**src/gds_pkg.sv**
```systemverilog
// shared constants, command/status types and calendar helpers for the date stepper
package gds_pkg;

  localparam int COUNT_BITS = 16;
  localparam int YEAR_BITS  = 16;

  localparam int CNT_EXT_BITS = (COUNT_BITS > 16) ? COUNT_BITS : 16;
  localparam int CMP_BITS     = (YEAR_BITS > 16) ? YEAR_BITS : 16;

  // year / 400 by reciprocal multiply, exact over the whole year range
  localparam int RECIP_SHIFT = YEAR_BITS + 9;
  localparam int RECIP_BITS  = YEAR_BITS + 1;
  localparam int PROD_BITS   = YEAR_BITS + RECIP_BITS;
  localparam int QUOT_BITS   = YEAR_BITS - 8;
  localparam logic [RECIP_BITS-1:0] RECIP_400 =
    RECIP_BITS'(((64'd1 << RECIP_SHIFT) + 64'd399) / 64'd400);

  localparam logic [15:0]          FLOOR_YEAR_RESET = 16'd1900;
  localparam logic [YEAR_BITS-1:0] YEAR_MAX         = {YEAR_BITS{1'b1}};

  localparam logic [9:0] QUAD_CENT = 10'd400;
  localparam logic [8:0] CENT_1    = 9'd100;
  localparam logic [8:0] CENT_2    = 9'd200;
  localparam logic [8:0] CENT_3    = 9'd300;
  localparam logic [8:0] REM_TOP   = 9'd399;

  localparam logic [3:0] MON_JAN = 4'd1;
  localparam logic [3:0] MON_FEB = 4'd2;
  localparam logic [3:0] MON_APR = 4'd4;
  localparam logic [3:0] MON_JUN = 4'd6;
  localparam logic [3:0] MON_SEP = 4'd9;
  localparam logic [3:0] MON_NOV = 4'd11;
  localparam logic [3:0] MON_DEC = 4'd12;

  localparam logic [4:0] LEN_28 = 5'd28;
  localparam logic [4:0] LEN_29 = 5'd29;
  localparam logic [4:0] LEN_30 = 5'd30;
  localparam logic [4:0] LEN_31 = 5'd31;

  typedef struct packed {
    logic load;
    logic mod_step;
    logic check;
    logic step;
    logic publish;
  } gds_cmd_t;

  typedef struct packed {
    logic cnt_zero;
    logic date_ok;
    logic out_free;
  } gds_status_t;

  // leap test from the year modulo 400
  function automatic logic is_leap(input logic [8:0] rem);
    logic cent;
    cent = (rem == CENT_1) || (rem == CENT_2) || (rem == CENT_3);
    return (rem[1:0] == 2'b00) && !cent;
  endfunction

  function automatic logic [4:0] month_len(input logic [3:0] mon, input logic leap);
    logic [4:0] len;
    case (mon)
      MON_FEB: len = leap ? LEN_29 : LEN_28;
      MON_APR, MON_JUN, MON_SEP, MON_NOV: len = LEN_30;
      default: len = LEN_31;
    endcase
    return len;
  endfunction

endpackage

```
**src/gds_datapath.sv**
```systemverilog
// date registers, year modulo unit, day step logic and output register
module gds_datapath import gds_pkg::*; (
  input  logic              clk,
  input  logic              rst_n,
  input  gds_cmd_t          cmd,
  output gds_status_t       status,
  input  logic              cfg_wr_en,
  input  logic [15:0]       cfg_wr_data,
  input  logic [4:0]        in_start_day,
  input  logic [3:0]        in_start_month,
  input  logic [15:0]       in_start_year,
  input  logic              in_go_back,
  input  logic [15:0]       in_day_count,
  output logic              out_valid,
  input  logic              out_stall,
  output logic [4:0]        out_day,
  output logic [3:0]        out_month,
  output logic [15:0]       out_year,
  output logic              out_date_valid
);

  logic [15:0]           floor_year_r;
  logic [4:0]            day_r, day_nxt;
  logic [3:0]            mon_r, mon_nxt;
  logic [YEAR_BITS-1:0]  year_r, year_nxt;
  logic [8:0]            rem_r, rem_nxt;
  logic [COUNT_BITS-1:0] cnt_r;
  logic                  back_r;
  logic                  ok_r, ok_nxt;
  logic                  out_valid_r;
  logic [4:0]            out_day_r;
  logic [3:0]            out_mon_r;
  logic [15:0]           out_year_r;
  logic                  out_ok_r;

  logic [CMP_BITS-1:0]     year_in_ext;
  logic [CNT_EXT_BITS-1:0] cnt_in_ext;
  logic [PROD_BITS-1:0]    year_prod;
  logic [QUOT_BITS-1:0]    year_quot;
  logic [YEAR_BITS-1:0]    quot_scaled;
  logic [YEAR_BITS-1:0]    year_rem;
  logic                    leap;
  logic [4:0]              len_cur;
  logic [4:0]              len_prev;
  logic [3:0]              mon_prev;
  logic [YEAR_BITS-1:0]    year_dec;
  logic                    start_ok;
  logic [CMP_BITS-1:0]     out_year_ext;

  assign year_in_ext = CMP_BITS'(in_start_year);
  assign cnt_in_ext  = CNT_EXT_BITS'(in_day_count);

  // year modulo 400 in combinational logic: quotient by reciprocal, then subtract
  assign year_prod   = PROD_BITS'(year_r) * PROD_BITS'(RECIP_400);
  assign year_quot   = year_prod[RECIP_SHIFT +: QUOT_BITS];
  assign quot_scaled = YEAR_BITS'(year_quot) * YEAR_BITS'(QUAD_CENT);
  assign year_rem    = year_r - quot_scaled;

  assign leap     = is_leap(rem_r);
  assign len_cur  = month_len(mon_r, leap);
  assign mon_prev = mon_r - 4'd1;
  assign len_prev = month_len(mon_prev, leap);
  assign year_dec = year_r - YEAR_BITS'(1);

  assign start_ok = (mon_r >= MON_JAN) && (mon_r <= MON_DEC) && (day_r != 5'd0) &&
                    (day_r <= len_cur) && (CMP_BITS'(year_r) >= CMP_BITS'(floor_year_r));

  always_comb begin
    day_nxt  = day_r;
    mon_nxt  = mon_r;
    year_nxt = year_r;
    rem_nxt  = rem_r;
    ok_nxt   = ok_r;
    if (cmd.mod_step) begin
      rem_nxt = year_rem[8:0];
    end else if (cmd.check) begin
      ok_nxt = start_ok;
    end else if (cmd.step) begin
      if (!back_r) begin
        if (day_r == len_cur) begin
          day_nxt = 5'd1;
          if (mon_r == MON_DEC) begin
            mon_nxt = MON_JAN;
            if (year_r == YEAR_MAX) begin
              year_nxt = '0;
              ok_nxt   = 1'b0;
            end else begin
              year_nxt = year_r + YEAR_BITS'(1);
              rem_nxt  = (rem_r == REM_TOP) ? 9'd0 : rem_r + 9'd1;
            end
          end else begin
            mon_nxt = mon_r + 4'd1;
          end
        end else begin
          day_nxt = day_r + 5'd1;
        end
      end else begin
        if (day_r == 5'd1) begin
          if (mon_r == MON_JAN) begin
            mon_nxt = MON_DEC;
            day_nxt = LEN_31;
            if (year_r == '0) begin
              year_nxt = YEAR_MAX;
              ok_nxt   = 1'b0;
            end else begin
              year_nxt = year_dec;
              rem_nxt  = (rem_r == 9'd0) ? REM_TOP : rem_r - 9'd1;
              if (CMP_BITS'(year_dec) < CMP_BITS'(floor_year_r)) begin
                ok_nxt = 1'b0;
              end
            end
          end else begin
            mon_nxt = mon_prev;
            day_nxt = len_prev;
          end
        end else begin
          day_nxt = day_r - 5'd1;
        end
      end
    end
  end

  always_ff @(posedge clk) begin
    if (!rst_n) begin
      floor_year_r <= FLOOR_YEAR_RESET;
    end else if (cfg_wr_en) begin
      floor_year_r <= cfg_wr_data;
    end
  end

  always_ff @(posedge clk) begin
    if (cmd.load) begin
      day_r  <= in_start_day;
      mon_r  <= in_start_month;
      year_r <= year_in_ext[YEAR_BITS-1:0];
      rem_r  <= '0;
      cnt_r  <= cnt_in_ext[COUNT_BITS-1:0];
      back_r <= in_go_back;
      ok_r   <= 1'b0;
    end else begin
      day_r  <= day_nxt;
      mon_r  <= mon_nxt;
      year_r <= year_nxt;
      rem_r  <= rem_nxt;
      ok_r   <= ok_nxt;
      if (cmd.step) begin
        cnt_r <= cnt_r - COUNT_BITS'(1);
      end
    end
  end

  // output register frees the walk for the next item
  always_ff @(posedge clk) begin
    if (!rst_n) begin
      out_valid_r <= 1'b0;
    end else if (cmd.publish) begin
      out_valid_r <= 1'b1;
    end else if (!out_stall) begin
      out_valid_r <= 1'b0;
    end
  end

  assign out_year_ext = CMP_BITS'(year_r);

  always_ff @(posedge clk) begin
    if (cmd.publish) begin
      out_day_r  <= day_r;
      out_mon_r  <= mon_r;
      out_year_r <= out_year_ext[15:0];
      out_ok_r   <= ok_r;
    end
  end

  assign status.cnt_zero = (cnt_r == '0);
  assign status.date_ok  = ok_r;
  assign status.out_free = !out_valid_r || !out_stall;

  assign out_valid      = out_valid_r;
  assign out_day        = out_day_r;
  assign out_month      = out_mon_r;
  assign out_year       = out_year_r;
  assign out_date_valid = out_ok_r;

endmodule

```
**src/gds_control.sv**
```systemverilog
// sequencer for load, year remainder, date check, day walk and hand-over
module gds_control import gds_pkg::*; (
  input  logic        clk,
  input  logic        rst_n,
  input  logic        in_valid,
  output logic        in_stall,
  input  gds_status_t status,
  output gds_cmd_t    cmd
);

  localparam logic [2:0] S_IDLE  = 3'd0;
  localparam logic [2:0] S_MOD   = 3'd1;
  localparam logic [2:0] S_CHECK = 3'd2;
  localparam logic [2:0] S_STEP  = 3'd3;
  localparam logic [2:0] S_DONE  = 3'd4;

  logic [2:0] state_r, state_nxt;

  assign in_stall = (state_r != S_IDLE);

  always_comb begin
    state_nxt = state_r;
    cmd       = '0;
    case (state_r)
      S_IDLE: begin
        if (in_valid) begin
          cmd.load  = 1'b1;
          state_nxt = S_MOD;
        end
      end
      S_MOD: begin
        cmd.mod_step = 1'b1;
        state_nxt    = S_CHECK;
      end
      S_CHECK: begin
        cmd.check = 1'b1;
        state_nxt = S_STEP;
      end
      S_STEP: begin
        // a failed step clears the valid flag, which ends the walk
        if (status.cnt_zero || !status.date_ok) begin
          state_nxt = S_DONE;
        end else begin
          cmd.step = 1'b1;
        end
      end
      S_DONE: begin
        if (status.out_free) begin
          cmd.publish = 1'b1;
          state_nxt   = S_IDLE;
        end
      end
      default: begin
        state_nxt = S_IDLE;
      end
    endcase
  end

  always_ff @(posedge clk) begin
    if (!rst_n) begin
      state_r <= S_IDLE;
    end else begin
      state_r <= state_nxt;
    end
  end

endmodule

```
**src/gregorian_date_day_stepper.sv**
```systemverilog
// top level: steps a gregorian date by a day count, one day per cycle
// the walk stops early if a step leaves the date invalid or below the year floor
// the sequencer finds the year modulo 400, then checks the date, then walks one day per cycle
// one item at a time: in_stall stays high until the result is handed to the output register
// reset: synchronous active-low rst_n, year floor returns to 1900, no item or result pending
module gregorian_date_day_stepper import gds_pkg::*; (
  input  logic        clk,
  input  logic        rst_n,
  input  logic        cfg_wr_en,
  input  logic [15:0] cfg_wr_data,
  input  logic        in_valid,
  output logic        in_stall,
  input  logic [4:0]  in_start_day,
  input  logic [3:0]  in_start_month,
  input  logic [15:0] in_start_year,
  input  logic        in_go_back,
  input  logic [15:0] in_day_count,
  output logic        out_valid,
  input  logic        out_stall,
  output logic [4:0]  out_day,
  output logic [3:0]  out_month,
  output logic [15:0] out_year,
  output logic        out_date_valid
);

  gds_cmd_t    cmd;
  gds_status_t status;

  gds_control u_control (
    .clk      (clk),
    .rst_n    (rst_n),
    .in_valid (in_valid),
    .in_stall (in_stall),
    .status   (status),
    .cmd      (cmd)
  );

  gds_datapath u_datapath (
    .clk            (clk),
    .rst_n          (rst_n),
    .cmd            (cmd),
    .status         (status),
    .cfg_wr_en      (cfg_wr_en),
    .cfg_wr_data    (cfg_wr_data),
    .in_start_day   (in_start_day),
    .in_start_month (in_start_month),
    .in_start_year  (in_start_year),
    .in_go_back     (in_go_back),
    .in_day_count   (in_day_count),
    .out_valid      (out_valid),
    .out_stall      (out_stall),
    .out_day        (out_day),
    .out_month      (out_month),
    .out_year       (out_year),
    .out_date_valid (out_date_valid)
  );

endmodule
```
**config.mk**
```make
export PLATFORM = sky130hd
export DESIGN_NAME = gregorian_date_day_stepper
export DESIGN_NICKNAME = d
export VERILOG_FILES = /design/src/gds_pkg.sv /design/src/gds_datapath.sv /design/src/gds_control.sv /design/src/gregorian_date_day_stepper.sv
export SDC_FILE = /design/constraint.sdc
export NUM_CORES = 1
export LEC_CHECK = 0
export BUFFER_PORTS_ARGS = -buffer_cell sky130_fd_sc_hd__buf_2
export CAP_MARGIN = 20
export CORE_MARGIN = 4
export CORE_UTILIZATION = 55
export DETAILED_ROUTE_END_ITERATION = 10
export PLACE_DENSITY = 0.73
export SYNTH_ARGS = -nofsm -noshare
export SYNTH_HDL_FRONTEND = slang
export SYNTH_SLANG_ARGS = --single-unit
```
**constraint.sdc**
```tcl
create_clock -name clk -period 18.6 [get_ports clk]
set_input_delay 2.79 -clock clk [delete_from_list [all_inputs] [get_ports clk]]
set_output_delay 2.79 -clock clk [all_outputs]
set_load 0.02 [all_outputs]
```
== Word level (Yosys, flattened, before mapping) ==
Cells that the tools add are included.

* Flip-flop bits (word level): 98
* Input bits: 63
* Output and inout port bits: 28
* Logic and storage cells: 178

* $add $sub $neg: 10
* Multipliers: 2
* $lt $le $gt $ge: 5
* Eq/ne operators: 39
* Multiplexer cells: 69
* Bitwise gates (word level): 1
* Reduce and logical (&&, ||, !) cells: 38

{| class="wikitable"
|+ Operators by type and width
! cell !! number
|-
| 16-bit two-way mux || 13
|-
| 9-bit two-way mux || 12
|-
| 5-bit two-way mux || 8
|-
| 4-bit two-way mux || 9
|-
| 16-bit by 17-bit multiplier with 33-bit output (second input constant) || 1
|-
| 16-bit logical NOT || 2
|-
| 16-bit by 1-bit subtractor with 16-bit output (second input constant) || 2
|-
| 3-bit nonzero test || 8
|-
| 1-bit two-way mux || 21
|-
| 3-bit != test (second input constant) || 7
|-
| 4-bit equality test (second input constant) || 5
|-
| 5-bit one-hot mux with 2 select lines || 2
|-
| 9-bit equality test (second input constant) || 2
|-
| 16-bit by 1-bit adder with 16-bit output (second input constant) || 1
|-
| 16-bit equality test (second input constant) || 1
|-
| 4-bit by 3-bit equality test with 1-bit output (second input constant) || 4
|-
| 16-bit >= comparator || 1
|-
| 16-bit less-than comparator || 1
|-
| 8-bit AND reduction || 2
|-
| 3-bit one-hot mux with 5 select lines || 1
|-
| 2-bit by 1-bit != test with 1-bit output (second input constant) || 5
|-
| 9-bit by 1-bit adder with 9-bit output (second input constant) || 1
|-
| 9-bit by 7-bit equality test with 1-bit output (second input constant) || 1
|-
| 9-bit by 8-bit equality test with 1-bit output (second input constant) || 1
|-
| other kinds (34) || 53
|}

== Depth between registers and ports, before layout ==
* Word-level depth: 14
* Mapped depth: 31
* Gate-level depth less buffers: 30

== By module ==
A second synthesis with hierarchy kept.

* Cells, all modules: 1184
* Area total of the unflattened synthesis: 11384.7 µm²

{| class="wikitable"
|+ Modules (own cells, without submodules)
! module !! times used !! cells each !! area each (µm²) !! seq. area each (µm²)
|-
| gds_datapath || 1 || 1162 || 11197.0 || 2582.5
|-
| gds_control || 1 || 22 || 187.7 || 60.1
|}

== Worst setup path before layout ==
OpenSTA, ideal clock, no wires.

* Path type: reg-to-reg
* From: reg u_datapath.year_r[13] (netlist: u_datapath.out_year_ext[13])
* To: reg u_datapath.rem_r[8]
* Library setup time: 0.079 ns
* Data arrival time: 7.187 ns
* Required time: 18.521 ns
* Setup slack: 11.334 ns
* Stages on the path, launching flop included: 29
* Path buffers: 0
* Clock period less this slack: 7.266 ns
* Cell sequence: edfxtp_1 -> fa_1 -> inv_1 -> fa_1 -> inv_1 -> fa_1 -> fa_1 -> fa_1 -> inv_1 -> fa_1 -> inv_1 -> ha_1 -> nand4_1 -> nor4_1 -> nand3_1 -> o211ai_1 -> and2_1 -> o21ai_0 -> a221oi_1 -> ha_1 -> inv_1 -> ha_1 -> a21oi_1 -> xnor2_1 -> xnor2_1 -> xnor2_1 -> xnor2_1 -> xnor2_1 -> a211oi_2

* Cells in the longest elaborated chain, start to end: 4
* Elaborated cells on any way between the ends: 9
* Classes of those cells: add/sub: 1; mul: 2; eq/ne: 3; mux: 1; reduce/logical: 2

{| class="wikitable"
|+ Ends and longest elaborated chain
! item !! RTL line !! source
|-
| start, declared || gds_datapath.sv:25 || <nowiki>logic [YEAR_BITS-1:0] year_r, year_nxt;</nowiki>
|-
| start signal, assigned || gds_datapath.sv:135 || <nowiki>year_r <= year_in_ext[YEAR_BITS-1:0];</nowiki>
|-
| start signal, assigned || gds_datapath.sv:143 || <nowiki>year_r <= year_nxt;</nowiki>
|-
| 16-bit by 17-bit multiplier with 33-bit output || gds_datapath.sv:54 || <nowiki>assign year_prod = PROD_BITS'(year_r) * PROD_BITS'(RECIP_400);</nowiki>
|-
| 8-bit by 5-bit multiplier with 5-bit output || gds_datapath.sv:56 || <nowiki>assign quot_scaled = YEAR_BITS'(year_quot) * YEAR_BITS'(QUAD_CENT);</nowiki>
|-
| 9-bit subtractor || gds_datapath.sv:57 || <nowiki>assign year_rem = year_r - quot_scaled;</nowiki>
|-
| 9-bit two-way mux || gds_datapath.sv:74 || <nowiki>if (cmd.mod_step) begin</nowiki>
|-
| end signal, assigned || gds_datapath.sv:144 || <nowiki>rem_r <= rem_nxt;</nowiki>
|-
| end, declared || gds_datapath.sv:26 || <nowiki>logic [8:0] rem_r, rem_nxt;</nowiki>
|}

Parallel ways exist; a longest one is shown, timed or not.
A chain may end at the register's enable or synchronous reset.

== Worst setup path in the final report ==
Ends and elaborated chain as after synthesis.

==> summary.txt <==
Floorplanning
  • Initial Util: between 50% and 60%
  • Rows: 52
  • CORE AREA: ~0.020 mm²
  • Die area: 0.02294 mm²
  • Die Wd: roughly 150 µm
  • # IOs: 91
  • Die H: ~150 µm

Layout
  • # fillers: 1,697
  • Area Growth Syn to Fin: 8.521%
  • Layout cell share with drive strength beyond 1: around a tenth
  • ANT cells: 0
  • Final #Nets: around 1,600
  • Most frequent cells in the layout: inv_1 (198), ha_1 (191), fa_1 (97)
  • Most common cell after layout, fill and taps aside: inv_1

Timing
  • Worst-Margin Slew: around 1000 ps
  • Final hold violation count: 0
  • Final setup viols: 0
  • Max Freq: ~0.12 GHz
  • Slew margin rel.: slightly above 30%
  • Skew final: ~6.7 ps
  • RSZ-0062 raised after global routing: false
  • Period utilization: 43.43%
  • Max-slew violation count: 0
  • Fin crit period: roughly 8000 ps
  • Setup TNS: 0 ps

Routing
  • Remaining DRCs: 0
  • Via/cell ratio: around 5.7
  • Post-DRT Antenna Nets: 0
  • Vias: 8,698
  • WL per Instance: around 18 µm
  • Pre-antenna DRT Iters: 5
  • WL final: around 28,000 µm
  • Starting DRT DRC Count: slightly below 700

CTS
  • TritonCTS clock tree: built
  • H-tree depth: 3
  • Root buf cell: clkbuf_16
  • Clock buffer depth: 2
  • Clock edge transition at the registers on the reported setup and hold paths: 70 ps
  • CTS Hold Buffers Added: 0
  • # resized after CTS: 0
  • CTS sink cnt: 98
  • Post-CTS Setup Bufs: 0
  • CTS buffer count: 9
  • Worst skew pair latency: 360 ps

Hold path
  • Path type of the worst min-delay path: reg2reg
  • Hold Path Depth: 0
  • Worst hold start: u_datapath.ok_r$_SDFFE_PP0P_
  • Hold EP: u_datapath.out_date_valid$_DFFE_PP_

Yosys
  • Avg Cell Area, Syn: 9.466 µm²
  • Adder-cell share of the synthesized area: 38.26%
  • Share of flip-flops with an asynchronous set or reset: 0%
  • Post-synth EDFFs: 68
  • Complex-gate fraction of the synthesized area: between 10% and 20%
  • Seq/Total Area, Yosys: 23.34%
  • Number of synthesis warnings: 0
  • Post-synth top flop: edfxtp_1
  • Multiplexer share of the synthesized area: 0.8842%
  • Synthesized area: approximately 0.011 mm²
  • XOR/XNOR share of the synthesized area: 4.951%
  • Mapped Nets: 1,547
  • Largest family of logic cells by synthesized area: adder cells
  • Yosys reg bits: 98
  • Post-synthesis simple-gate area fraction: 11.69%
  • Distinct cell type count of the synthesized netlist: 63
  • Cell count after synthesis: 1,196

Placed design
  • Port-buffer cells: 90
  • GPL Wtd Cong: ~0.9
  • Post-DP HPWL: 22,310 µm

Global route
  • First-pass GRT wire length: 43,950 µm
  • Grt total ovfl: 0
  • Total track usage: 24.73%
  • Number of global-route vias before repair: between 8,000 and 9,000
  • Pin count of the biggest net entering global routing: 59
  • Initial antenna violation count: 0

Flow run
  • Max-cap violations: 0

Setup path
  • R2R cell count: 29
  • CP max stage cell: fa_1
  • Critical path launch point type: flop
  • Critical path type: reg2reg
  • Register-to-register setup slack: roughly 11,000 ps
  • Largest stage delay on the critical path: between 600 and 700 ps
  • Worst reg2reg endpoint: u_datapath.rem_r[8]$_SDFFE_PP0P_
  • Worst Path Max Fanout: 13
  • Most numerous cell on the critical path: fa_1
  • Required @ worst endpoint: about 19,000 ps
  • Arrival time at the worst endpoint: 8270 ps
  • CP endpoint kind: flop
  • Reg2Reg Launch Point: u_datapath.out_year_ext[13]$_DFFE_PP_

Status
  • Status: finished clean
[cells in the mapped netlist (all sizes together), types with 2 or more instances]
cell	number	area, µm²
nor3	18	95.09
o221ai	7	61.31
clkbuf	34	127.6
xnor2	55	481.7
nor2b	15	93.84
a21oi	50	250.2
nand2b	6	37.54
o31ai	8	60.06
mux2i	10	100.1
fa	97	1942
a311oi	2	17.52
a211oi	13	102.6
o2111ai	2	17.52
o21ai	58	290.3
and4	2	17.52
and3	8	51.30
o211ai	16	120.1
a31oi	12	90.09
or4	3	26.27
o311ai	3	26.28
or3	5	36.28
a41oi	2	17.52
or2	4	25.02
a21o	17	127.6
nor4	6	37.54
nand3	25	125.1
o21a	7	52.55
nand4	20	125.1
o22ai	5	31.28
dfxtp	30	600.6
edfxtp	68	2042
and2	5	31.28
a211o	2	17.52
ha	191	2390
buf	6	42.53
nor2	76	287.8
a21boi	5	37.54
nand2	78	292.8
a221oi	6	52.55
xor2	9	78.83
o41ai	2	36.29
inv	199	747.0
[through the flow]
stage | setup slack, ps | utilization, % | cells | cell area [µm²] | hold slack, ps
after CTS | 10480 | 60.72 | 1538 | 12290 | 489.0
after global routing | 9988 | 60.72 | 1538 | 12290 | 502.2
final | 10520 | 60.72 | 1538 | 12290 | 492.9
after floorplan | 11330 | - | 1196 | 11320 | 423.1
after detailed placement | 10510 | 59.28 | 1522 | 12000 | 468.2
after global placement | 10740 | 59.28 | 1522 | 12000 | 465.5
[worst max-delay path: cells and delay by family (launching register included)]
| family | cells | cell delay, ps |
|---|---|---|
| compound gates | 7 | 1060 |
| xor+xnor | 6 | 1010 |
| fa+ha+maj | 9 | 4260 |
| buf+inv | 5 | 340 |
| flops | 1 | 640 |
| simple gates | 2 | 610 |
[layout make-up]
type	instances	area, µm²	area share [%]
Multi-Input combinational cell	859	7772	63.27
Clock inverter	4	53.80	0.4379
Sequential cell	98	2643	21.51
Tap cell	270	337.8	2.750
Inverter	199	747.0	6.080
Timing Repair Buffer	96	495.5	4.033
Clock buffer	12	236.5	1.925
[cells by family after synthesis]
kind of cell,count (synthesis)
adders and majority gates,288
DFF,98
buffers and inverters,239
and+or+nand+nor,276
AOI/OAI and AO/OA,221
muxes,10
xor gates and xnor gates,64
[how the worst max path moves through the flow]
stage | slack, ps | depth (start not counted) | endpoint | start
floorplan | 11330 | 28 | u_datapath.rem_r[8]$_SDFFE_PP0P_ | u_datapath.out_year_ext[13]$_DFFE_PP_
global placement | 10740 | 28 | u_datapath.rem_r[8]$_SDFFE_PP0P_ | u_datapath.out_year_ext[13]$_DFFE_PP_
detailed placement | 10510 | 28 | u_datapath.rem_r[8]$_SDFFE_PP0P_ | u_datapath.out_year_ext[13]$_DFFE_PP_
CTS | 10480 | 28 | u_datapath.rem_r[8]$_SDFFE_PP0P_ | u_datapath.out_year_ext[13]$_DFFE_PP_
global route | 9990 | 28 | u_datapath.rem_r[8]$_SDFFE_PP0P_ | u_datapath.out_year_ext[13]$_DFFE_PP_
finish | 10520 | 29 | u_datapath.rem_r[8]$_SDFFE_PP0P_ | u_datapath.out_year_ext[13]$_DFFE_PP_
[registers in the layout, summed over array words and instances, names as in the netlist, 4 cells and up]
register                 count
u_datapath.cnt_r            16
u_datapath.floor_year_r     16
u_datapath.out_year         16
u_datapath.out_year_ext     16
u_datapath.rem_r             9
u_datapath.day_r             5
u_datapath.out_day           5
u_datapath.mon_r             4
u_datapath.out_month         4
[per-layer routing]
| metal | vias to the layer above | global-route usage, % | wire [µm] |
|---|---|---|---|
| met3 | 24 | 4.402 | 1852 |
| met1 | 4215 | 35.98 | 12490 |
| met5 | - | 0 | 0 |
| met2 | 255 | 39.36 | 13260 |
| met4 | 0 | 4.352 | 290 |
| li1 | 4204 | - | - |
Power is left out: the tool's default activity adds up to more than one toggle a clock period on the data nets, which glitch-free logic cannot reach.
